## config.mk

```make
export PLATFORM = sky130hd
export DESIGN_NAME = lse_ctrl_flat
export DESIGN_NICKNAME = d
export VERILOG_FILES = /design/src/lse_pkg.sv /design/src/lse_sym_if.sv /design/src/lse_code_if.sv /design/src/lse_ctrl.sv /design/src/flat_wrapper.sv
export SDC_FILE = /design/constraint.sdc
export NUM_CORES = 1
export LEC_CHECK = 0
export ABC_AREA = 1
export BUFFER_PORTS_ARGS = -buffer_cell sky130_fd_sc_hd__buf_2
export CAP_MARGIN = 20
export CORE_MARGIN = 2
export CORE_UTILIZATION = 59
export DETAILED_ROUTE_END_ITERATION = 6
export PLACE_DENSITY_LB_ADDON = 0.25
export SLEW_MARGIN = 20
export SYNTH_ARGS = -nofsm -noshare
export SYNTH_HDL_FRONTEND = slang
export SYNTH_SLANG_ARGS = --single-unit
```

## constraint.sdc

```tcl
create_clock -name clk -period 5.2 [get_ports clk]
set_input_delay 0 -clock clk [delete_from_list [all_inputs] [get_ports clk]]
set_output_delay 0 -clock clk [all_outputs]
set_load 0.01 [all_outputs]
```

## src/lse_pkg.sv

```systemverilog
`default_nettype none

package lse_pkg;

  localparam int SYM_W           = 9;
  localparam int CODE_OUT_W      = 12;
  localparam int CFG_W           = 9;

  localparam int CODE_LIMIT_DEF  = 4096;
  localparam int SYMBOL_BITS_DEF = 8;

  localparam logic [CFG_W-1:0] CLEAR_CODE_RST = 9'd256;

  typedef enum logic [2:0] {
    ST_IDLE,
    ST_HEAD,
    ST_NODE,
    ST_EMIT,
    ST_WIPE
  } state_t;

  typedef struct packed {
    logic head_re;
    logic head_we;
    logic dict_re;
    logic dict_we;
  } mem_ctl_t;

endpackage

`default_nettype wire

```

## src/lse_sym_if.sv

```systemverilog
`default_nettype none

interface lse_sym_if;
  logic                      valid;
  logic                      ready;
  logic [lse_pkg::SYM_W-1:0] symbol;

  modport source (output valid, output symbol, input ready);
  modport sink   (input valid, input symbol, output ready);
endinterface

`default_nettype wire

```

## src/lse_code_if.sv

```systemverilog
`default_nettype none

interface lse_code_if;
  logic                           valid;
  logic                           ready;
  logic [lse_pkg::CODE_OUT_W-1:0] code_out;

  modport source (output valid, output code_out, input ready);
  modport sink   (input valid, input code_out, output ready);
endinterface

`default_nettype wire

```

## src/lse_ctrl.sv

```systemverilog
`default_nettype none

// Sequencer: hashed lookup through the bucket chain, insert on miss, result register.
// An entry counts only if its code lies in [clear_code+2, next free code), so a clear
// needs no sweep of the tables. A bucket head is trusted only if the entry it names
// hashes back to the same bucket. After reset the bucket heads are swept once to
// code 0, which is never live.
module lse_ctrl #(
  parameter int CODE_LIMIT  = lse_pkg::CODE_LIMIT_DEF,
  parameter int SYMBOL_BITS = lse_pkg::SYMBOL_BITS_DEF
) (
  input  wire logic                   clk,
  input  wire logic                   rst,
  lse_sym_if.sink                     sym_ch,
  lse_code_if.source                  code_ch,
  input  wire logic                   cfg_we,
  input  wire logic [lse_pkg::CFG_W-1:0] cfg_data,
  output lse_pkg::mem_ctl_t           ctl,
  output logic [$clog2(CODE_LIMIT)-1:0] head_raddr,
  output logic [$clog2(CODE_LIMIT)-1:0] head_waddr,
  output logic [$clog2(CODE_LIMIT)-1:0] head_wdata,
  input  wire logic [$clog2(CODE_LIMIT)-1:0] head_rdata,
  output logic [$clog2(CODE_LIMIT)-1:0] dict_raddr,
  output logic [$clog2(CODE_LIMIT)-1:0] dict_waddr,
  output logic [2*$clog2(CODE_LIMIT)+SYMBOL_BITS:0] dict_wdata,
  input  wire logic [2*$clog2(CODE_LIMIT)+SYMBOL_BITS:0] dict_rdata
);

  localparam int CODE_BITS  = $clog2(CODE_LIMIT);
  localparam int NFC_BITS   = CODE_BITS + 1;
  localparam int DICT_W     = 2 * CODE_BITS + SYMBOL_BITS + 1;
  localparam int HASH_SHIFT = CODE_BITS - SYMBOL_BITS;
  localparam logic [NFC_BITS-1:0] LIMIT = NFC_BITS'(CODE_LIMIT);

  function automatic logic [CODE_BITS-1:0] key_hash(input logic [CODE_BITS-1:0]   p,
                                                     input logic [SYMBOL_BITS-1:0] s);
    return p ^ {s, {HASH_SHIFT{1'b0}}};
  endfunction

  lse_pkg::state_t state, state_next;

  logic [lse_pkg::CFG_W-1:0]      clear_code;
  logic [NFC_BITS-1:0]            nfc;
  logic [CODE_BITS-1:0]           prefix;
  logic                           pvalid;
  logic [SYMBOL_BITS-1:0]         sym_r;
  logic [CODE_BITS-1:0]           hash_r;
  logic [CODE_BITS-1:0]           cur;
  logic [CODE_BITS-1:0]           head_c;
  logic                           chk_hash;
  logic [CODE_BITS-1:0]           pend;
  logic                           out_valid;
  logic [lse_pkg::CODE_OUT_W-1:0] out_code;
  logic [CODE_BITS-1:0]           wipe_addr;

  logic [lse_pkg::SYM_W-1:0] sym;
  logic [SYMBOL_BITS-1:0]    sym_lo;
  logic                      acc, is_clear, is_stray, acc_clear, acc_root, start_lookup;
  logic [NFC_BITS-1:0]       base;
  logic                      room, live_c;
  logic [CODE_BITS-1:0]      d_prefix, d_nxt;
  logic [SYMBOL_BITS-1:0]    d_sym;
  logic                      d_nv, key_hit, head_bad;
  logic                      node_hit, node_next, node_miss, miss, link, slot_free;

  assign sym      = sym_ch.symbol;
  assign sym_lo   = sym[SYMBOL_BITS-1:0];
  assign acc      = sym_ch.valid && sym_ch.ready;
  assign is_clear = (sym == clear_code);
  assign is_stray = (sym > clear_code) || ((sym >> SYMBOL_BITS) != '0);

  assign acc_clear    = acc && is_clear;
  assign acc_root     = acc && !is_clear && !is_stray && !pvalid;
  assign start_lookup = acc && !is_clear && !is_stray && pvalid;

  assign base   = NFC_BITS'(clear_code) + NFC_BITS'(2);
  assign room   = (nfc < LIMIT);
  assign live_c = (NFC_BITS'(head_rdata) >= base) && (NFC_BITS'(head_rdata) < nfc)
                  && (NFC_BITS'(head_rdata) < LIMIT);

  // entry layout: {prefix, symbol, next valid, next code}
  assign d_prefix = dict_rdata[DICT_W-1 -: CODE_BITS];
  assign d_sym    = dict_rdata[CODE_BITS+1 +: SYMBOL_BITS];
  assign d_nv     = dict_rdata[CODE_BITS];
  assign d_nxt    = dict_rdata[CODE_BITS-1:0];

  assign key_hit  = (d_prefix == prefix) && (d_sym == sym_r);
  assign head_bad = chk_hash && (key_hash(d_prefix, d_sym) != hash_r);

  assign node_hit  = !head_bad && key_hit;
  assign node_next = !head_bad && !key_hit && d_nv;
  assign node_miss = head_bad || (!key_hit && !d_nv);

  assign miss = ((state == lse_pkg::ST_HEAD) && !live_c) ||
                ((state == lse_pkg::ST_NODE) && node_miss);
  // a chain walked without a bad head means the head is current: link the new entry to it
  assign link = (state == lse_pkg::ST_NODE) && !head_bad;

  assign slot_free = !out_valid || code_ch.ready;

  always_comb begin
    state_next = state;
    case (state)
      lse_pkg::ST_IDLE: begin
        if (acc_clear) begin
          state_next = pvalid ? lse_pkg::ST_EMIT : lse_pkg::ST_IDLE;
        end else if (start_lookup) begin
          state_next = lse_pkg::ST_HEAD;
        end
      end
      lse_pkg::ST_HEAD: begin
        state_next = live_c ? lse_pkg::ST_NODE : lse_pkg::ST_EMIT;
      end
      lse_pkg::ST_NODE: begin
        if (node_hit) begin
          state_next = lse_pkg::ST_IDLE;
        end else if (node_next) begin
          state_next = lse_pkg::ST_NODE;
        end else begin
          state_next = lse_pkg::ST_EMIT;
        end
      end
      lse_pkg::ST_EMIT: begin
        if (slot_free) begin
          state_next = lse_pkg::ST_IDLE;
        end
      end
      lse_pkg::ST_WIPE: begin
        if (wipe_addr == {CODE_BITS{1'b1}}) begin
          state_next = lse_pkg::ST_IDLE;
        end
      end
      default: state_next = lse_pkg::ST_IDLE;
    endcase
  end

  always_comb begin
    sym_ch.ready = 1'b0;
    ctl          = '0;
    head_raddr   = key_hash(prefix, sym_lo);
    dict_raddr   = head_rdata;
    head_waddr   = hash_r;
    head_wdata   = nfc[CODE_BITS-1:0];
    dict_waddr   = nfc[CODE_BITS-1:0];
    dict_wdata   = {prefix, sym_r, link, link ? head_c : {CODE_BITS{1'b0}}};
    case (state)
      lse_pkg::ST_IDLE: begin
        sym_ch.ready = 1'b1;
        ctl.head_re  = start_lookup;
      end
      lse_pkg::ST_HEAD: begin
        ctl.dict_re = live_c;
        ctl.head_we = !live_c && room;
        ctl.dict_we = !live_c && room;
      end
      lse_pkg::ST_NODE: begin
        dict_raddr  = d_nxt;
        ctl.dict_re = node_next;
        ctl.head_we = node_miss && room;
        ctl.dict_we = node_miss && room;
      end
      lse_pkg::ST_EMIT: begin
        sym_ch.ready = 1'b0;
      end
      lse_pkg::ST_WIPE: begin
        head_waddr  = wipe_addr;
        head_wdata  = '0;
        ctl.head_we = 1'b1;
      end
      default: begin
        sym_ch.ready = 1'b0;
      end
    endcase
  end

  assign code_ch.valid    = out_valid;
  assign code_ch.code_out = out_code;

  always_ff @(posedge clk) begin
    if (rst) begin
      state      <= lse_pkg::ST_WIPE;
      wipe_addr  <= '0;
      clear_code <= lse_pkg::CLEAR_CODE_RST;
      nfc        <= NFC_BITS'(lse_pkg::CLEAR_CODE_RST) + NFC_BITS'(2);
      prefix     <= '0;
      pvalid     <= 1'b0;
      out_valid  <= 1'b0;
    end else begin
      state <= state_next;
      if (state == lse_pkg::ST_WIPE) begin
        wipe_addr <= wipe_addr + CODE_BITS'(1);
      end
      if (cfg_we) begin
        clear_code <= cfg_data;
        nfc        <= NFC_BITS'(cfg_data) + NFC_BITS'(2);
        prefix     <= '0;
        pvalid     <= 1'b0;
      end else if ((state == lse_pkg::ST_IDLE) && acc_clear) begin
        nfc    <= base;
        prefix <= '0;
        pvalid <= 1'b0;
      end else if ((state == lse_pkg::ST_IDLE) && acc_root) begin
        prefix <= CODE_BITS'(sym_lo);
        pvalid <= 1'b1;
      end else if ((state == lse_pkg::ST_NODE) && node_hit) begin
        prefix <= cur;
      end else if (miss) begin
        prefix <= CODE_BITS'(sym_r);
        if (room) begin
          nfc <= nfc + NFC_BITS'(1);
        end
      end
      if ((state == lse_pkg::ST_EMIT) && slot_free) begin
        out_valid <= 1'b1;
      end else if (out_valid && code_ch.ready) begin
        out_valid <= 1'b0;
      end
    end
  end

  always_ff @(posedge clk) begin
    if ((state == lse_pkg::ST_IDLE) && (acc_clear || start_lookup)) begin
      pend <= prefix;
    end
    if (start_lookup) begin
      sym_r  <= sym_lo;
      hash_r <= key_hash(prefix, sym_lo);
    end
    if ((state == lse_pkg::ST_HEAD) && live_c) begin
      cur      <= head_rdata;
      head_c   <= head_rdata;
      chk_hash <= 1'b1;
    end else if ((state == lse_pkg::ST_NODE) && node_next) begin
      cur      <= d_nxt;
      chk_hash <= 1'b0;
    end
    if ((state == lse_pkg::ST_EMIT) && slot_free) begin
      out_code <= lse_pkg::CODE_OUT_W'(pend);
    end
  end

  assert property (@(posedge clk) disable iff (rst) nfc >= base)
    else $error("free code below first dictionary code");

  assert property (@(posedge clk) disable iff (rst) ctl.dict_we |-> (nfc < LIMIT))
    else $error("dictionary insert with no room");

  assert property (@(posedge clk) disable iff (rst)
                   (state != lse_pkg::ST_WIPE) |-> (ctl.dict_we == ctl.head_we))
    else $error("bucket head and entry written apart");

  assert property (@(posedge clk) disable iff (rst)
                   ctl.dict_re |-> (NFC_BITS'(dict_raddr) < nfc))
    else $error("dictionary read beyond live codes");

  assert property (@(posedge clk) disable iff (rst)
                   $fell(pvalid) |-> ($past(cfg_we) || $past(acc_clear)))
    else $error("prefix dropped without clear");

endmodule

`default_nettype wire

```

## src/flat_wrapper.sv

```systemverilog
// flat-port wrapper written by rule: the top's interface ports become plain ports
module lse_ctrl_flat 
#(
  parameter int CODE_LIMIT  = lse_pkg::CODE_LIMIT_DEF,
  parameter int SYMBOL_BITS = lse_pkg::SYMBOL_BITS_DEF
)
  (clk, rst, cfg_we, cfg_data, ctl, head_raddr, head_waddr, head_wdata, head_rdata, dict_raddr, dict_waddr, dict_wdata, dict_rdata, sym_ch_valid, sym_ch_symbol, sym_ch_ready, code_ch_valid, code_ch_code_out, code_ch_ready);
  lse_sym_if sym_ch_i ();
  lse_code_if code_ch_i ();
  input  wire logic clk;
  input  wire logic rst;
  input  wire logic cfg_we;
  input  wire logic [lse_pkg::CFG_W-1:0] cfg_data;
  output lse_pkg::mem_ctl_t ctl;
  output logic [$clog2(CODE_LIMIT)-1:0] head_raddr;
  output logic [$clog2(CODE_LIMIT)-1:0] head_waddr;
  output logic [$clog2(CODE_LIMIT)-1:0] head_wdata;
  input  wire logic [$clog2(CODE_LIMIT)-1:0] head_rdata;
  output logic [$clog2(CODE_LIMIT)-1:0] dict_raddr;
  output logic [$clog2(CODE_LIMIT)-1:0] dict_waddr;
  output logic [2*$clog2(CODE_LIMIT)+SYMBOL_BITS:0] dict_wdata;
  input  wire logic [2*$clog2(CODE_LIMIT)+SYMBOL_BITS:0] dict_rdata;
  input wire logic [$bits(sym_ch_i.valid)-1:0] sym_ch_valid;
  input wire logic [$bits(sym_ch_i.symbol)-1:0] sym_ch_symbol;
  output wire logic [$bits(sym_ch_i.ready)-1:0] sym_ch_ready;
  output wire logic [$bits(code_ch_i.valid)-1:0] code_ch_valid;
  output wire logic [$bits(code_ch_i.code_out)-1:0] code_ch_code_out;
  input wire logic [$bits(code_ch_i.ready)-1:0] code_ch_ready;
  assign sym_ch_i.valid = sym_ch_valid;
  assign sym_ch_i.symbol = sym_ch_symbol;
  assign sym_ch_ready = sym_ch_i.ready;
  assign code_ch_valid = code_ch_i.valid;
  assign code_ch_code_out = code_ch_i.code_out;
  assign code_ch_i.ready = code_ch_ready;
  lse_ctrl #(.CODE_LIMIT(CODE_LIMIT), .SYMBOL_BITS(SYMBOL_BITS)) u_core (.clk(clk), .rst(rst), .sym_ch(sym_ch_i), .code_ch(code_ch_i), .cfg_we(cfg_we), .cfg_data(cfg_data), .ctl(ctl), .head_raddr(head_raddr), .head_waddr(head_waddr), .head_wdata(head_wdata), .head_rdata(head_rdata), .dict_raddr(dict_raddr), .dict_waddr(dict_waddr), .dict_wdata(dict_wdata), .dict_rdata(dict_rdata));
endmodule
```

==> results.md <==
- Post-CTS Repair Setup Buffers: 0
- Final RePlAce weighted congestion: 0.944
- Cell variety after synth: 42
- Class of the tightest hold or removal check: input port to flop
- Avg Cell Area, Syn: 7.40 um^2
- Share of the clock period used by the worst path after layout: 65.7%
- Die span in x: 117 um
- Post-placement worst setup slack: 1900 ps
- Fraction of layout instances using a drive strength above 1: 19.1%
- Clock tree from TritonCTS: yes
- WP data arrival: 3470 ps
- Status: finished clean
- Vias in the first global route: 6804
- FILL cells: 999
- Total vias in the final route: 7527
- Hold Path Sink: u_core.clear_code[6]$_SDFFE_PP0P_
- Sum of overflow across all layers after global routing: 0
- Kind of capture point of the worst setup path: flop
- First-pass GRT wire length: 33500 um
- Clk buf depth: 2
- Sum of routed wire length over all layers: 21900 um
- Power Dens Cells: 260 nW/um^2
- DRC viols: 0
- Cell depth of the worst hold path: 2
- Number of vias per cell: 5.36
- Net count after synthesis: 1113
- Post-synth design cell area: 7480 um^2
- Die area: 13600 um^2
- Post-synthesis sequential element count: 120
- Pin slew with the least headroom to its limit: 1050 ps
- Yosys warns: 0
- Cell count after synthesis: 1011
- Setup ws final: 1790 ps
- Antenna violation net count after detailed routing: 0
- Final critical delay including setup and external delays: 3410 ps
- F_max: 293 MHz
- Endpoint of the worst register-to-register path: u_core.cur[8]$_DFFE_PP_
- Critical Path Start Type: flop
- Worst hold margin: 35.0 ps
- Final Hold Vio Count: 0
- Register-to-Register Setup Slack: 1790 ps
- Data required time of the critical path: 5260 ps
- Worst max-slew margin expressed relative to the limit: 29.7%
- Number of buffer cells added on primary ports: 178
- Worst clock skew: 7.53 ps
- Final Slew Violations: 0
- Static power due to leakage: 4.66 nW
- Detailed-route wire length per cell: 15.6 um
- Top fanout value on the critical path: 27
- Setup-violating endpoint count in the final report: 0
- Die extent in y: 117 um
- Hold Path Origin: cfg_we
- Clock root buffer: sky130_fd_sc_hd__clkbuf_16
- Max IR drop VDD: 0.000214 V
- Clock sinks: 120
- Initial Utilization: 59.8%
- Top-Level Pins: 179
- Number of max-cap violations: 0
- Number of core rows: 41
- Total number of nets in the final design: 1320
- Number of antenna violations at the first check in global routing: 0
- DR pass1 iterations: 6
- Seq/Total Area, Yosys: 41.2%
- Unrepaired setup endpoints after global routing: false
- Pin count of the biggest net entering global routing: 36
- Core outline area: 12500 um^2
- Synthesis-to-finish area growth: 25.7%
- Number of cells traversed by the worst register-to-register path: 17
- Latest clock arrival within the worst-skew pair: 420 ps
- Setup Total Neg Slack: 0 ps
- Antenna diode count: 0
- Post-detail-place hpwl: 15900 um
- Depth of the CTS H-tree: 4
- CTS Buf Count: 17
- DRC violation total after the first TritonRoute iteration: 735
- Reg-to-reg critical path startpoint: u_core.clear_code[1]$_SDFFE_PP0P_
- Clock input transition at the sequential cells of the worst setup and hold paths: 60 ps
- GRT Total Usage: 32.4%
- Worst Setup Path Type: flop to flop
==> report_power, final <==
part	switching, mW	internal (mW)	leakage, nW
registers	0.0181	1.01	1.06
logic	0.168	0.122	3.33
clock network	0.427	0.700	0.268
==> cells in the final DEF, fill, tap and decap left out, drive strengths merged, types with 3 or more instances in the layout <==
cell         instances
edfxtp              68
xnor2                8
nor4                 4
clkinvlp             3
ha                  34
a211oi               3
buf                182
nor2               116
a21oi               53
nand2              271
dfxtp               52
dlygate4sd3         47
clkbuf              19
o21ai               68
clkinv               8
nand4               24
nor3                19
nand3               44
inv                162
nand3b               3
xor2                30
==> Yosys cell counts, drive strengths merged <==
cell       n  share of area [%]
o31ai      1               0.10
nor4       4               0.33
ha        34                5.7
o21ai     68                4.5
dfxtp     52                 14
clkinv     1              0.050
a21boi     1               0.10
o2111ai    1               0.12
o21a       2               0.20
nor3      19                1.5
nor2     116                6.1
xor2      30                3.5
a22oi      1               0.10
nand3b     3               0.30
clkbuf    13               0.79
nand3     44                3.3
a21oi     53                3.5
buf       28                2.7
o22ai      1              0.084
edfxtp    68                 27
nand2    271                 14
o211ai     2               0.20
nor3b      1               0.10
nand4     24                2.0
o21bai     1               0.10
inv      161                8.1
xnor2      8               0.94
a211oi     3               0.30
==> per-stage QoR <==
stage	util [%]	area, um^2	total power [mW]	cells
global placement	66.9	8370	1.30	1324
finish	75.1	9400	2.45	1403
CTS	75.1	9400	2.44	1403
floorplan	-	7480	1.21	1011
global route	75.1	9400	2.52	1403
detailed placement	66.9	8370	1.30	1324
==> per-layer routing <==
metal | track usage, % | up-vias | wire (um)
met3 | 6.12 | 86 | 1820
met1 | 40.2 | 3401 | 8720
li1 | - | 3657 | -
met2 | 53.3 | 383 | 10300
met5 | 0 | - | 0
met4 | 18.1 | 0 | 1120
==> critical path, cell delays in order, from the launching register on <==
cell	delay [ps]
sky130_fd_sc_hd__dfxtp_1	410
sky130_fd_sc_hd__ha_1	220
sky130_fd_sc_hd__nand3_1	140
sky130_fd_sc_hd__nor2_1	160
sky130_fd_sc_hd__nand2_1	80
sky130_fd_sc_hd__xor2_1	160
sky130_fd_sc_hd__ha_1	310
sky130_fd_sc_hd__nand2_1	50
sky130_fd_sc_hd__inv_1	60
sky130_fd_sc_hd__nand3_1	60
sky130_fd_sc_hd__nor3_1	130
sky130_fd_sc_hd__o21ai_0	110
sky130_fd_sc_hd__nand3_1	100
sky130_fd_sc_hd__nand2_1	80
sky130_fd_sc_hd__nor2_1	100
sky130_fd_sc_hd__buf_4	230
sky130_fd_sc_hd__inv_2	200
sky130_fd_sc_hd__nand2_1	430
==> flip-flops by register name (all words and copies together), names as in the netlist, 9 cells and up <==
register                 count
u_core.clear_code            9
u_core.code_ch.code_out     12
u_core.cur                  12
u_core.hash_r               12
u_core.head_c               12
u_core.nfc                  13
u_core.pend                 12
u_core.prefix               12
u_core.wipe_addr            12
==> repair_timing <==
item / CTS / global route
resized for setup: 0 / 0
hold endpoints to repair: 60 / 0
hold buffers: 47 / 0
==> cell type report <==
type / count / area [um^2] / share of cell area (%)
Multi-Input combinational cell: 688 / 3540 / 37.7
Sequential cell: 120 / 3080 / 32.8
Timing Repair Buffer: 229 / 1390 / 14.8
Inverter: 162 / 608 / 6.47
Clock buffer: 19 / 433 / 4.60
Tap cell: 172 / 215 / 2.29
Clock inverter: 13 / 131 / 1.40
==> how the worst max path moves through the flow <==
stage | from | end | slack, ps | cells past startpoint
2_1_floorplan | u_core.clear_code[3]$_SDFFE_PP0P_ | u_core.cur[0]$_DFFE_PP_ | 1770 | 16
3_3_place_gp | u_core.clear_code[1]$_SDFFE_PP0P_ | u_core.cur[1]$_DFFE_PP_ | 2040 | 16
3_5_place_dp | u_core.clear_code[3]$_SDFFE_PP0P_ | u_core.cur[10]$_DFFE_PP_ | 1900 | 16
4_1_cts | u_core.clear_code[3]$_SDFFE_PP0P_ | u_core.cur[9]$_DFFE_PP_ | 1880 | 16
5_1_grt | u_core.clear_code[1]$_SDFFE_PP0P_ | u_core.cur[9]$_DFFE_PP_ | 1430 | 17
6_report | u_core.clear_code[1]$_SDFFE_PP0P_ | u_core.cur[8]$_DFFE_PP_ | 1790 | 17
==> logic make-up (layout without fill, tap and decap cells) <==
logic type / after synthesis / after routing / synth area share (%)
flops: 120 / 120 / 41.2
xor+xnor: 38 / 38 / 4.45
fa+ha+maj: 34 / 34 / 5.69
compound gates: 134 / 134 / 9.40
buf+inv: 203 / 423 / 11.6
simple gates: 482 / 482 / 27.6
No activity file was read; power rests on OpenSTA's default activity.
